$ cat config.mk
export PLATFORM = sky130hd
export DESIGN_NAME = time_varying_iir_filter
export DESIGN_NICKNAME = d
export VERILOG_FILES = /design/src/rtl/tvif_pkg.sv /design/src/rtl/time_varying_iir_filter.sv
export SDC_FILE = /design/constraint.sdc
export NUM_CORES = 2
export LEC_CHECK = 0
export ABC_AREA = 1
export BUFFER_PORTS_ARGS = -buffer_cell sky130_fd_sc_hd__clkbuf_2
export CAP_MARGIN = 10
export CORE_MARGIN = 3
export CORE_UTILIZATION = 35
export DETAILED_ROUTE_END_ITERATION = 12
export SLEW_MARGIN = 30
export SYNTH_ARGS = -nofsm -noshare
export SYNTH_HDL_FRONTEND = slang
export SYNTH_SLANG_ARGS = --single-unit
$ cat constraint.sdc
create_clock -name clk -period 10.1 [get_ports clk]
set_input_delay 1.515 -clock clk [delete_from_list [all_inputs] [get_ports clk]]
set_output_delay 1.515 -clock clk [all_outputs]
set_load 0.01 [all_outputs]
$ cat src/rtl/tvif_pkg.sv
// ---------------------------------------------------------------------------
// tvif_pkg: shared definitions for the time-varying IIR filter
// Request codes, field widths and parameter defaults used by the filter
// and its port checker.
// ---------------------------------------------------------------------------
package tvif_pkg;

  // Parameter defaults
  localparam int DEF_CHANNELS = 4;
  localparam int DEF_NUM_TAPS = 8;
  localparam int DEF_DEN_TAPS = 8;

  // Field widths
  localparam int FUNC_W    = 2;
  localparam int CHANNEL_W = 2;
  localparam int TAP_W     = 3;
  localparam int COEFF_W   = 18;
  localparam int SAMPLE_W  = 16;

  // Width of one multiplier digit taken from the sample per cycle
  localparam int DIGIT_W   = 4;

  // Request codes
  localparam logic [FUNC_W-1:0] FUNC_LOAD_NUM = 2'd0;
  localparam logic [FUNC_W-1:0] FUNC_LOAD_DEN = 2'd1;
  localparam logic [FUNC_W-1:0] FUNC_FILTER   = 2'd2;
  localparam logic [FUNC_W-1:0] FUNC_UNUSED   = 2'd3;

  // Output limits in Q1.15
  localparam logic [SAMPLE_W-1:0] SAT_POS = 16'h7FFF;
  localparam logic [SAMPLE_W-1:0] SAT_NEG = 16'h8000;

endpackage

$ cat src/rtl/time_varying_iir_filter.sv
// ---------------------------------------------------------------------------
// time_varying_iir_filter: multichannel direct-form I IIR filter
// Coefficients are loaded tap by tap and may change between samples. Each
// sample request is filtered with a digit-serial multiply-accumulate and a
// bit-serial restoring divider, and the saturated result is emitted.
// ---------------------------------------------------------------------------
// Usage
// The input channel (in_valid / in_stall) carries three kinds of request:
// numerator tap loads, denominator tap loads and samples to filter. A load
// gives no result. A sample for a valid channel gives exactly one result
// on the output channel (out_valid / out_stall). A new sample is taken
// only after the previous one's result has entered the output register.
// The accumulator is ACC_W = 34 + clog2(NUM_TAPS + DEN_TAPS) bits wide.
// Each sample is filtered by the single 18x4 bit multiplier, which takes
// one 4-bit digit of the sample per cycle after a memory read for each
// tap, and by the divider that produces one quotient bit per cycle. Loads
// are taken back to back while the block is idle.
// After reset the block sweeps the sample histories to zero, one entry per
// cycle over max(CHANNELS*NUM_TAPS, CHANNELS*DEN_TAPS) addresses (32 by
// default), holding in_stall high. A finished result waits in the output
// register while out_stall is high; the next sample may already be taken,
// and it holds in its last step until the output register is free.
// ---------------------------------------------------------------------------
module time_varying_iir_filter #(
  parameter int CHANNELS = tvif_pkg::DEF_CHANNELS,
  parameter int NUM_TAPS = tvif_pkg::DEF_NUM_TAPS,
  parameter int DEN_TAPS = tvif_pkg::DEF_DEN_TAPS
) (
  input  logic                                  clk,
  input  logic                                  rst_n,
  input  logic                                  in_valid,
  output logic                                  in_stall,
  input  logic [tvif_pkg::FUNC_W-1:0]           in_func,
  input  logic [tvif_pkg::CHANNEL_W-1:0]        in_channel,
  input  logic [tvif_pkg::TAP_W-1:0]            in_tap,
  input  logic signed [tvif_pkg::COEFF_W-1:0]   in_coeff,
  input  logic signed [tvif_pkg::SAMPLE_W-1:0]  in_sample,
  input  logic                                  in_frame_end,
  output logic                                  out_valid,
  input  logic                                  out_stall,
  output logic [tvif_pkg::CHANNEL_W-1:0]        out_channel,
  output logic signed [tvif_pkg::SAMPLE_W-1:0]  out_result,
  output logic                                  out_divide_error,
  output logic                                  out_saturated
);
  import tvif_pkg::*;

  // Derived sizes
  localparam int IH_DEPTH  = CHANNELS * NUM_TAPS;
  localparam int OH_DEPTH  = CHANNELS * DEN_TAPS;
  localparam int CLR_DEPTH = (IH_DEPTH > OH_DEPTH) ? IH_DEPTH : OH_DEPTH;
  localparam int IA_W  = (IH_DEPTH > 1) ? $clog2(IH_DEPTH) : 1;
  localparam int OA_W  = (OH_DEPTH > 1) ? $clog2(OH_DEPTH) : 1;
  localparam int CLR_W = (CLR_DEPTH > 1) ? $clog2(CLR_DEPTH) : 1;
  localparam int IP_W  = (NUM_TAPS > 1) ? $clog2(NUM_TAPS) : 1;
  localparam int OP_W  = (DEN_TAPS > 1) ? $clog2(DEN_TAPS) : 1;
  localparam int MAXT  = (NUM_TAPS > DEN_TAPS) ? NUM_TAPS : DEN_TAPS;
  localparam int K_W   = (MAXT > 1) ? $clog2(MAXT) : 1;
  localparam int ACC_W = 34 + $clog2(NUM_TAPS + DEN_TAPS);
  localparam int DIGITS = SAMPLE_W / DIGIT_W;
  localparam int DG_W  = (DIGITS > 1) ? $clog2(DIGITS) : 1;
  localparam int DC_W  = $clog2(ACC_W + 1);
  localparam int PP_W  = COEFF_W + DIGIT_W + 1;

  // Sequencer states
  localparam logic [2:0] S_CLEAR = 3'd0;
  localparam logic [2:0] S_IDLE  = 3'd1;
  localparam logic [2:0] S_A0    = 3'd2;
  localparam logic [2:0] S_RD    = 3'd3;
  localparam logic [2:0] S_MUL   = 3'd4;
  localparam logic [2:0] S_DPREP = 3'd5;
  localparam logic [2:0] S_DIV   = 3'd6;
  localparam logic [2:0] S_FIN   = 3'd7;

  // Memories
  logic signed [SAMPLE_W-1:0] ih_mem [IH_DEPTH];
  logic signed [SAMPLE_W-1:0] oh_mem [OH_DEPTH];
  logic signed [COEFF_W-1:0]  num_mem [IH_DEPTH];
  logic signed [COEFF_W-1:0]  den_mem [OH_DEPTH];

  logic signed [SAMPLE_W-1:0] ih_q_r, oh_q_r;
  logic signed [COEFF_W-1:0]  num_q_r, den_q_r;

  // Control and datapath registers
  logic [2:0]                state_r, state_nxt;
  logic [CLR_W-1:0]          clr_r;
  logic [IP_W-1:0]           iptr_r;
  logic [OP_W-1:0]           optr_r;
  logic [CHANNEL_W-1:0]      ch_r;
  logic                      fend_r;
  logic [K_W-1:0]            k_r;
  logic                      den_r;
  logic [DG_W-1:0]           dig_r;
  logic signed [ACC_W-1:0]   acc_r;
  logic signed [COEFF_W-1:0] a0_r;
  logic                      neg_r;
  logic [COEFF_W-1:0]        dmag_r;
  logic [COEFF_W-1:0]        rem_r;
  logic [ACC_W-1:0]          quo_r;
  logic [DC_W-1:0]           dcnt_r;
  logic                      out_valid_r;
  logic [CHANNEL_W-1:0]      out_channel_r;
  logic [SAMPLE_W-1:0]       out_result_r;
  logic                      out_derr_r;
  logic                      out_sat_r;

  logic accept;
  logic ch_ok;
  logic out_free;

  assign accept   = in_valid && !in_stall;
  assign ch_ok    = 32'(in_channel) < CHANNELS;
  assign out_free = !out_valid_r || !out_stall;
  assign in_stall = (state_r != S_IDLE);

  // History and tap read addresses for the current term, and history write addresses
  logic [IA_W-1:0] ih_raddr;
  logic [OA_W-1:0] oh_raddr;
  logic [IA_W-1:0] ih_waddr;
  logic [IA_W-1:0] tap_naddr;
  logic [OA_W-1:0] tap_daddr;
  logic [OA_W-1:0] oh_waddr;
  logic [OA_W-1:0] a0_addr;
  int              ih_idx, oh_idx;

  always_comb begin
    if (int'(iptr_r) >= int'(k_r)) ih_idx = int'(iptr_r) - int'(k_r);
    else ih_idx = int'(iptr_r) + NUM_TAPS - int'(k_r);
    if (int'(optr_r) >= int'(k_r)) oh_idx = int'(optr_r) - int'(k_r);
    else oh_idx = int'(optr_r) + DEN_TAPS - int'(k_r);
    ih_raddr  = IA_W'(int'(ch_r) * NUM_TAPS + ih_idx);
    oh_raddr  = OA_W'(int'(ch_r) * DEN_TAPS + oh_idx);
    tap_naddr = IA_W'(int'(ch_r) * NUM_TAPS + int'(k_r));
    tap_daddr = OA_W'(int'(ch_r) * DEN_TAPS + int'(k_r));
    a0_addr   = OA_W'(int'(ch_r) * DEN_TAPS);
    ih_waddr  = IA_W'(int'(in_channel) * NUM_TAPS + int'(iptr_r));
    oh_waddr  = OA_W'(int'(ch_r) * DEN_TAPS + int'(optr_r));
  end

  // Partial product of the coefficient and one sample digit
  logic signed [COEFF_W-1:0]  mcand;
  logic signed [SAMPLE_W-1:0] mplier;
  logic [DIGIT_W-1:0]         digit;
  logic signed [DIGIT_W:0]    digit_s;
  logic signed [PP_W-1:0]     pp;
  logic signed [ACC_W-1:0]    pp_sh;
  logic                       last_digit;

  always_comb begin
    mcand      = den_r ? den_q_r : num_q_r;
    mplier     = den_r ? oh_q_r : ih_q_r;
    digit      = mplier[DIGIT_W*dig_r +: DIGIT_W];
    last_digit = (int'(dig_r) == DIGITS - 1);
    digit_s    = last_digit ? {digit[DIGIT_W-1], digit} : {1'b0, digit};
    pp         = PP_W'(mcand) * PP_W'(digit_s);
    pp_sh      = ACC_W'(pp) <<< (DIGIT_W * int'(dig_r));
  end

  // Divider step: one restoring quotient bit per cycle
  logic [COEFF_W:0] trial;
  logic             ge;
  always_comb begin
    trial = {rem_r, quo_r[ACC_W-1]};
    ge    = trial >= {1'b0, dmag_r};
  end

  // Quotient saturation and sign
  logic                upper;
  logic                sat;
  logic [SAMPLE_W-1:0] qval;
  logic [SAMPLE_W-1:0] qlow;
  always_comb begin
    upper = |quo_r[ACC_W-1:SAMPLE_W];
    qlow  = quo_r[SAMPLE_W-1:0];
    if (a0_r == '0) begin
      sat  = 1'b0;
      qval = '0;
    end else if (neg_r) begin
      sat  = upper || (qlow[SAMPLE_W-1] && (|qlow[SAMPLE_W-2:0]));
      qval = sat ? SAT_NEG : (~qlow + 1'b1);
    end else begin
      sat  = upper || qlow[SAMPLE_W-1];
      qval = sat ? SAT_POS : qlow;
    end
  end

  // Next-state logic of the sequencer
  logic term_done;
  always_comb begin
    term_done = den_r ? (int'(k_r) == DEN_TAPS - 1) : (int'(k_r) == NUM_TAPS - 1);
    state_nxt = state_r;
    case (state_r)
      S_CLEAR: if (int'(clr_r) == CLR_DEPTH - 1) state_nxt = S_IDLE;
      S_IDLE:  if (accept && ch_ok && in_func == FUNC_FILTER) state_nxt = S_A0;
      S_A0:    state_nxt = S_RD;
      S_RD:    state_nxt = S_MUL;
      S_MUL: begin
        if (last_digit) begin
          if (term_done && (den_r || DEN_TAPS == 1)) state_nxt = S_DPREP;
          else state_nxt = S_RD;
        end
      end
      S_DPREP: state_nxt = (a0_r == '0) ? S_FIN : S_DIV;
      S_DIV:   if (int'(dcnt_r) == ACC_W - 1) state_nxt = S_FIN;
      S_FIN:   if (out_free) state_nxt = S_IDLE;
      default: state_nxt = S_CLEAR;
    endcase
  end

  // Control registers
  always_ff @(posedge clk) begin
    if (!rst_n) begin
      state_r     <= S_CLEAR;
      clr_r       <= '0;
      iptr_r      <= '0;
      optr_r      <= '0;
      out_valid_r <= 1'b0;
    end else begin
      state_r <= state_nxt;
      if (state_r == S_CLEAR) clr_r <= clr_r + 1'b1;
      // A finished result enters the output register; a taken one leaves it.
      if (state_r == S_FIN && out_free) begin
        out_valid_r <= 1'b1;
        if (fend_r) begin
          iptr_r <= (int'(iptr_r) == NUM_TAPS - 1) ? '0 : iptr_r + 1'b1;
          optr_r <= (int'(optr_r) == DEN_TAPS - 1) ? '0 : optr_r + 1'b1;
        end
      end else if (out_valid_r && !out_stall) begin
        out_valid_r <= 1'b0;
      end
    end
  end

  // Datapath registers
  always_ff @(posedge clk) begin
    case (state_r)
      S_IDLE: begin
        ch_r   <= in_channel;
        fend_r <= in_frame_end;
        k_r    <= '0;
        den_r  <= 1'b0;
        dig_r  <= '0;
        acc_r  <= '0;
      end
      S_RD: begin
        if (!den_r && k_r == '0) a0_r <= den_q_r;
        dig_r <= '0;
      end
      S_MUL: begin
        acc_r <= den_r ? acc_r - pp_sh : acc_r + pp_sh;
        dig_r <= dig_r + 1'b1;
        if (last_digit) begin
          if (term_done && !den_r) begin
            den_r <= 1'b1;
            k_r   <= K_W'(1);
          end else begin
            k_r <= k_r + 1'b1;
          end
        end
      end
      S_DPREP: begin
        neg_r  <= acc_r[ACC_W-1] ^ a0_r[COEFF_W-1];
        quo_r  <= acc_r[ACC_W-1] ? ACC_W'(-acc_r) : ACC_W'(acc_r);
        dmag_r <= a0_r[COEFF_W-1] ? COEFF_W'(-a0_r) : COEFF_W'(a0_r);
        rem_r  <= '0;
        dcnt_r <= '0;
      end
      S_DIV: begin
        rem_r  <= ge ? COEFF_W'(trial - {1'b0, dmag_r}) : trial[COEFF_W-1:0];
        quo_r  <= {quo_r[ACC_W-2:0], ge};
        dcnt_r <= dcnt_r + 1'b1;
      end
      S_FIN: begin
        if (out_free) begin
          out_channel_r <= ch_r;
          out_result_r  <= qval;
          out_derr_r    <= (a0_r == '0);
          out_sat_r     <= sat;
        end
      end
      default: begin
      end
    endcase
  end

  // Input history and numerator taps
  always_ff @(posedge clk) begin
    if (state_r == S_CLEAR && 32'(clr_r) < IH_DEPTH) ih_mem[IA_W'(clr_r)] <= '0;
    else if (accept && ch_ok && in_func == FUNC_FILTER) ih_mem[ih_waddr] <= in_sample;
    if (accept && ch_ok && in_func == FUNC_LOAD_NUM && 32'(in_tap) < NUM_TAPS)
      num_mem[IA_W'(int'(in_channel) * NUM_TAPS + int'(in_tap))] <= in_coeff;
    if (state_r == S_RD && !den_r) begin
      ih_q_r  <= ih_mem[ih_raddr];
      num_q_r <= num_mem[tap_naddr];
    end
  end

  // Output history and denominator taps
  always_ff @(posedge clk) begin
    if (state_r == S_CLEAR && 32'(clr_r) < OH_DEPTH) oh_mem[OA_W'(clr_r)] <= '0;
    else if (state_r == S_FIN && out_free) oh_mem[oh_waddr] <= qval;
    if (accept && ch_ok && in_func == FUNC_LOAD_DEN && 32'(in_tap) < DEN_TAPS)
      den_mem[OA_W'(int'(in_channel) * DEN_TAPS + int'(in_tap))] <= in_coeff;
    if (state_r == S_A0) begin
      den_q_r <= den_mem[a0_addr];
    end else if (state_r == S_RD && den_r) begin
      oh_q_r  <= oh_mem[oh_raddr];
      den_q_r <= den_mem[tap_daddr];
    end
  end

  // Outputs
  assign out_valid        = out_valid_r;
  assign out_channel      = out_channel_r;
  assign out_result       = out_result_r;
  assign out_divide_error = out_derr_r;
  assign out_saturated    = out_sat_r;

endmodule

== After elaboration in Yosys (flattened, before gate mapping) ==
Memory sizes are Yosys's and may differ from the RTL's. A register that Yosys moved wholly into a read port is not among the register bits.
Cells that the tools add are included.

* Register bits: 199
* Memory bits (writable): 2176
* Bits of input ports: 46
* Output and inout port bits: 22
* Memories: 4

* Add/subtract/negate cells: 24
* Multipliers: 1
* Order comparisons: 3
* Equal/unequal tests: 22
* Shifts and indexed selects: 2
* Multiplexer cells: 58
* Bitwise gates (word level): 3
* Reduce and logical (&&, ||, !) cells: 40

{| class="wikitable"
|+ Memories
! memory !! words !! bits a word !! rd ports !! clocked after memory_dff !! write ports !! RTL line !! text
|-
| den_mem || 32 || 18 || 2 || 1 || 1 || time_varying_iir_filter.sv:79 || <nowiki>logic signed [COEFF_W-1:0] den_mem [OH_DEPTH];</nowiki>
|-
| num_mem || 32 || 18 || 1 || 1 || 1 || time_varying_iir_filter.sv:78 || <nowiki>logic signed [COEFF_W-1:0] num_mem [IH_DEPTH];</nowiki>
|-
| ih_mem || 32 || 16 || 1 || 1 || 1 || time_varying_iir_filter.sv:76 || <nowiki>logic signed [SAMPLE_W-1:0] ih_mem [IH_DEPTH];</nowiki>
|-
| oh_mem || 32 || 16 || 1 || 1 || 1 || time_varying_iir_filter.sv:77 || <nowiki>logic signed [SAMPLE_W-1:0] oh_mem [OH_DEPTH];</nowiki>
|}

{| class="wikitable"
|+ Operator list
! kind !! count
|-
| case mux 38 bit (2 select lines) || 2
|-
| 2-to-1 mux 16 bit || 7
|-
| 2-to-1 mux 38 bit || 2
|-
| 2-to-1 mux 18 bit || 4
|-
| adder 38 bit || 1
|-
| negation 38 bit || 1
|-
| <<< shifter 23 x 4 -> 38 bit || 1
|-
| subtractor 38 bit || 1
|-
| case mux 18 bit (2 select lines) || 1
|-
| OR reduction 16 bit || 2
|-
| 2-to-1 mux 3 bit || 10
|-
| 2-to-1 mux 5 bit || 6
|-
| case mux 3 bit (8 select lines) || 1
|-
| multiplier 18 x 5 -> 23 bit || 1
|-
| OR reduction 22 bit || 1
|-
| adder 5 x 3 -> 5 bit || 4
|-
| 2-to-1 mux 1 bit || 20
|-
| >= comparator 19 x 18 -> 1 bit || 1
|-
| logical NOT 18 bit || 1
|-
| negation 18 bit || 1
|-
| subtractor 18 bit || 1
|-
| 2-to-1 mux 17 bit || 1
|-
| adder 16 x 1 -> 16 bit (second input constant) || 1
|-
| NOT 16 bit || 1
|-
| other kinds (36) || 81
|}

== Longest topological paths before layout ==
* Depth in word-level cells: 9
* Depth in mapped cells: 53
* Mapped depth without buffers: 50

== Worst setup path after synthesis ==
No wires, ideal clock.

* Kind: reg-to-reg
* From: register dig_r[0]
* To: register acc_r[35], data pin
* Library setup time: 0.262 ns
* Data arrival time: 6.828 ns
* Data required time: 9.838 ns
* Path slack: 3.010 ns
* Stages on the path, launching flop included: 45
* Buffers on the path: 4
* Cell sequence: edfxtp_1 -> buf_4 -> inv_2 -> buf_2 -> buf_6 -> o21ai_0 -> o221ai_1 -> nand2_1 -> nor2_1 -> inv_1 -> buf_2 -> nor2_1 -> fa_1 -> fa_1 -> inv_1 -> fa_1 -> inv_1 -> ha_1 -> [9 not listed] -> nor2_4 -> nand2_2 -> nor2_4 -> nand2_2 -> nor2_2 -> nand2_1 -> nand3_1 -> o21ai_1 -> ha_1 -> a21oi_1 -> inv_1 -> a21oi_1 -> inv_1 -> a221oi_1 -> nand3_1 -> a21o_1 -> o21ai_0 -> a21oi_1

* Longest elaborated chain between the ends: 7
* Elaborated cells between the ends (all ways): 9
* Those cells by class: 2 x add/sub; 1 x mul; 1 x eq/ne; 2 x shift; 3 x mux

{| class="wikitable"
|+ RTL lines
! item !! RTL line !! text
|-
| from (decl) || time_varying_iir_filter.sv:93 || <nowiki>logic [DG_W-1:0] dig_r;</nowiki>
|-
| from (signal assigned) || time_varying_iir_filter.sv:251 || <nowiki>dig_r <= dig_r + 1'b1;</nowiki>
|-
| indexed part select 16 x 5 -> 4 bit / equality test 2 x 1 -> 1 bit (equally long branches) || time_varying_iir_filter.sv:152, time_varying_iir_filter.sv:153 ||
|-
| 2-to-1 mux 5 bit || time_varying_iir_filter.sv:154 || <nowiki>digit_s = last_digit ? {digit[DIGIT_W-1], digit} : {1'b0, digit};</nowiki>
|-
| multiplier 18 x 5 -> 23 bit || time_varying_iir_filter.sv:155 || <nowiki>pp = PP_W'(mcand) * PP_W'(digit_s);</nowiki>
|-
| <<< shifter 23 x 4 -> 38 bit * || time_varying_iir_filter.sv:156 || <nowiki>pp_sh = ACC_W'(pp) <<< (DIGIT_W * int'(dig_r));</nowiki>
|-
| adder 38 bit / subtractor 38 bit (equally long branches) || time_varying_iir_filter.sv:250 || <nowiki>acc_r <= den_r ? acc_r - pp_sh : acc_r + pp_sh;</nowiki>
|-
| 2-to-1 mux 38 bit * || time_varying_iir_filter.sv:250 ||
|-
| case mux 38 bit (2 select lines) * || time_varying_iir_filter.sv:236 || <nowiki>case (state_r)</nowiki>
|-
| to (signal assigned) || time_varying_iir_filter.sv:250 ||
|-
| to (decl) || time_varying_iir_filter.sv:94 || <nowiki>logic signed [ACC_W-1:0] acc_r;</nowiki>
|}

Mark *: on every way between the ends. The rest lies on a longest branch, timed or not.
A chain may end at the register's enable or synchronous reset.

== Worst setup path after layout ==
* From: register den_r
* To: register acc_r[20], data pin

* Longest elaborated chain between the ends: 8
* Elaborated cells between the ends (all ways): 10
* Those cells by class: 2 x add/sub; 1 x mul; 2 x shift; 5 x mux

{| class="wikitable"
|+ RTL lines
! item !! RTL line !! text
|-
| from (decl) || time_varying_iir_filter.sv:92 || <nowiki>logic den_r;</nowiki>
|-
| from (signal assigned) || time_varying_iir_filter.sv:241 || <nowiki>den_r <= 1'b0;</nowiki>
|-
| from (signal assigned) || time_varying_iir_filter.sv:254 || <nowiki>den_r <= 1'b1;</nowiki>
|-
| 2-to-1 mux 16 bit || time_varying_iir_filter.sv:151 || <nowiki>mplier = den_r ? oh_q_r : ih_q_r;</nowiki>
|-
| indexed part select 16 x 5 -> 4 bit || time_varying_iir_filter.sv:152 || <nowiki>digit = mplier[DIGIT_W*dig_r +: DIGIT_W];</nowiki>
|-
| 2-to-1 mux 5 bit || time_varying_iir_filter.sv:154 ||
|-
| multiplier 18 x 5 -> 23 bit || time_varying_iir_filter.sv:155 ||
|-
| <<< shifter 23 x 4 -> 38 bit || time_varying_iir_filter.sv:156 ||
|-
| adder 38 bit / subtractor 38 bit (equally long branches) || time_varying_iir_filter.sv:250 ||
|-
| 2-to-1 mux 38 bit * || time_varying_iir_filter.sv:250 ||
|-
| case mux 38 bit (2 select lines) * || time_varying_iir_filter.sv:236 ||
|}

Marked as above.

==> results <==
- Data arrives at the worst endpoint at 9.42 ns.
- The total negative slack is 0 ns.
- Summed over all layers, the global routing overflow is 0.
- Clock skew on the completed layout was measured at 0.0609 ns.
- The first global-routing pass estimated 437000 µm of wire.
- The primary flip-flop cell chosen by synthesis mapping is edfxtp_1.
- The combinational family with the most area after synthesis is compound AO/OA/AOI/OAI gates.
- The launching element type of the critical path is a flip-flop.
- Summing internal, switching and leakage power gives 35.0 mW.
- The final number of hold-violating endpoints is 0.
- The number of warnings printed during yosys synthesis is 0.
- The number of optimization iterations in the first detailed-route pass is 8.
- Headroom to the max-slew limit came out at 26.8%.
- During I/O placement, the number of pins put on the boundary was 68.
- The most common cell in the netlist is edfxtp_1.
- The number of max-cap violations is 0.
- The leakage power is 39.1 nW.
- Among all stages on the critical path, the largest delay is contributed by o21ai_0.
- The share of async-settable or async-resettable flops after synthesis is 0%.
- The overall global routing resource usage is 18.4%.
- The via count of the first global-routing pass is 67600.
- The post-synth net total is 8800.
- The type of element capturing the critical path is a flip-flop.
- The number of standard cells after synthesis is 8572.
- In the routed design, unresolved DRC markers number 0.
- The cell repeated most along the worst path is nand2_1.
- In this run the mean area of a mapped cell was 12.3 µm².
- The total placed cells including tap cells is 12300.
- The synthesized design devotes to its leading area cell type 68.4% of total area.
- The largest fanout of any net on the critical path is 29.
- Of the cells placed in the final design, the portion with a size suffix greater than 1 is 10.4%.
- The number of max-slew violations in the final report came to 0.
- Of the total synthesized cell area, the portion taken by AND, OR, NAND and NOR gates is 10.1%.
- CTS saw 2427 sinks.
- The net count of the finished layout is 8857.
- The count of endpoints failing setup in the final report is 0.
- The initial antenna violation count is 8.
- The smallest clock period supported by the final layout is computed as 8.81 ns.
- Hold repair after CTS inserted 0 buffers.
- At the worst endpoint, the required time is 10.70 ns.
- The port buffer count is 67.
- After legalization and detailed placement, the total HPWL measured 174000 µm.
- The placer congestion estimate is 0.873.
- The longest clock path from root to sink contains 4 buffers.
- The startpoint-to-endpoint class of the critical path is flip-flop to flip-flop.
- The tightest min-delay check is of the flip-flop to flip-flop type.
- The post-CTS resize count is 0.
- The vertical die dimension is 556 µm.
- Yosys mapped a number of flops with a built-in enable equal to 2410.
- The TritonCTS clock tree is built.
- The deepest level of the CTS H-tree is 5.
- The xor/xnor share of the synthesized area is 0.960%.
- The adder and majority cell fraction of the synthesized area is 2.59%.
- At the pin with the least slew margin, the transition time is 1.09 ns.
- The post-synthesis sequential element count is 2427.
- The tree is rooted in a clkbuf_16.
- The run finished with clean final reports.
- The overall die width is 556 µm.
- The first routing iteration left 7863 violations.
- The worst IR drop on VDD is 0.219 mV.
- The fraction of the mapped netlist area in compound gates is 12.5%.
- The number of different library cells used by synthesis comes to 67.
- Entering global routing, the biggest net connects 180 pins.
- Using the TritonRoute via totals, the vias-per-cell ratio works out to 5.49.
- TritonCTS created 268 clock buffers.
- The biggest area consumer among synthesized cells is edfxtp_1.
- In the synthesized netlist, the cells that appear most often are 2410 x edfxtp_1, 1524 x nor2_1, 1076 x o21ai_0, 582 x nand2_1, 452 x clkbuf_1.
- The overall die area is 0.309 mm².
- The maximum cell stage delay along the critical path is 0.55 ns.
- The total number of placement rows is 201.
- The achievable frequency is 113 MHz.
- After detailed routing, the average wire length per cell comes to 23.0 µm.
- Setup repair after global routing left no endpoint under its margin.
- Once detail routing completed, the nets flagged for antenna violations numbered 0.
- The synthesized cell area is 0.106 mm².
- In the post-synthesis netlist, the biggest area contributors are edfxtp_1 68%, nor2_1 5.4%, o21ai_0 5.1%.
- Once the clock tree was built, the setup fixing pass inserted 0 buffers.
- The detailed router placed 70200 vias in this run.
- The area added between synthesis and finish is 13.2%.
- The final cell count without fillers is 12800.
- The proportion of synthesized chip area in sequential cells is 68.7%.
- The multiplexer fraction of the synthesized cell area is 1.54%.
- The power density relative to cell area is 292 mW/mm².
- The core region is 0.301 mm².
- Wires add up to 294000 µm.
- The post-route fraction of the period consumed by the critical path is 87.2%.
- The worst-skew pair later-pin latency is 0.86 ns.
- Clock-pin slew was measured on the worst setup and hold paths at 0.06 ns.
- For this configuration, the core starts out at a cell density of 35.2%.
worst paths after layout:
check,start,end,slack [ns],depth (start not counted)
setup / recovery,den_r$_DFFE_PP_,acc_r[20]$_SDFFCE_PN0P_,1.29,38
hold / removal,a0_r[0]$_DFFE_PP_,dmag_r[0]$_DFFE_PN_,0.48,0
setup reg to reg,den_r$_DFFE_PP_,acc_r[20]$_SDFFCE_PN0P_,1.29,38
hold reg to reg,a0_r[0]$_DFFE_PP_,dmag_r[0]$_DFFE_PN_,0.48,0
cell type report:
cell class,instances,area (µm²)
timing repair buffer,310,2240
sequential,2427,72700
fill,27800,181000
antenna,7,17.5
multi-input combinational,5168,29800
inverter,454,1730
tap,3958,4950
clock buffer,333,7100
clock inverter,130,1240
power breakdown:
group	internal [mW]	total, mW	switching, mW
registers	11.5	11.7	0.172
clock network	5.49	9.41	3.92
logic	4.10	13.9	9.84
total	21.1	35.0	13.9
per-layer routing:
metal	vias up	part of all wire (%)	global-route usage [%]
li1	31900	-	-
met4	2	2.5	5.02
met3	426	7.6	2.83
met5	-	0.0044	0
met2	2728	47	29.4
met1	35200	43	26.1
worst max-delay path: cells and delay by family (launching register included):
family	cells	cell delay, ns
DFF	1	0.35
and+or+nand+nor	15	2.28
buffers and inverters	7	1.20
AOI/OAI and AO/OA	9	2.00
adders and majority gates	5	2.20
xor gates and xnor gates	2	0.51
metrics by stage:
| stage | utilization, % | setup slack, ns | cell area, µm² | hold slack, ns |
|---|---|---|---|---|
| floorplan | - | 3.01 | 106000 | 0.418 |
| global placement | 37.1 | 1.57 | 111000 | 0.478 |
| detailed placement | 37.1 | 1.34 | 111000 | 0.470 |
| CTS | 39.9 | 1.30 | 120000 | 0.482 |
| global route | 39.9 | 0.679 | 120000 | 0.502 |
| finish | 39.9 | 1.29 | 120000 | 0.483 |
cell families (layout without fill, tap and decap cells):
kind of cell	count (synthesis)	after routing
flip-flops	2427	2427
multiplexers	163	163
AND/OR/NAND/NOR	2585	2585
adder cells (fa/ha/maj)	182	182
other	0	7
AO/OA/AOI/OAI	2122	2122
buffers and inverters	977	1227
XOR/XNOR	116	116
sequential cells by signal, summed over array words and instances, names as in the netlist, 18 cells and up, named ones only:
name     flops
acc_r       38
rem_r       18
num_q_r     18
ih_mem     512
a0_r        18
dmag_r      18
quo_r       38
oh_mem     512
num_mem    576
den_q_r     18
den_mem    576
layout by cell type (no fill, tap or decap), types with 13 or more instances in the layout:
cell type,count
inv_1,418
bufinv_16,19
nor4_1,13
fa_1,58
nor2_1,1462
o211ai_1,101
o221ai_1,379
clkinv_2,43
a21oi_1,178
nor3_1,47
nand4_1,16
o21ai_1,19
or2_2,25
ha_1,118
clkbuf_2,67
clkinv_1,48
nand3_1,266
edfxtp_1,2410
nor2_2,49
o22ai_1,85
nand2_2,24
o32ai_1,95
xnor2_1,44
clkbuf_16,275
buf_4,236
inv_2,25
o21ai_0,1072
a32oi_1,18
a31oi_1,78
nand3_2,15
dfxtp_1,17
mux2i_1,163
nor3_2,15
clkbuf_1,58
nand2_1,582
a221oi_1,14
xor2_1,70
nor2_4,35
Power figures use the tool's default switching activity.
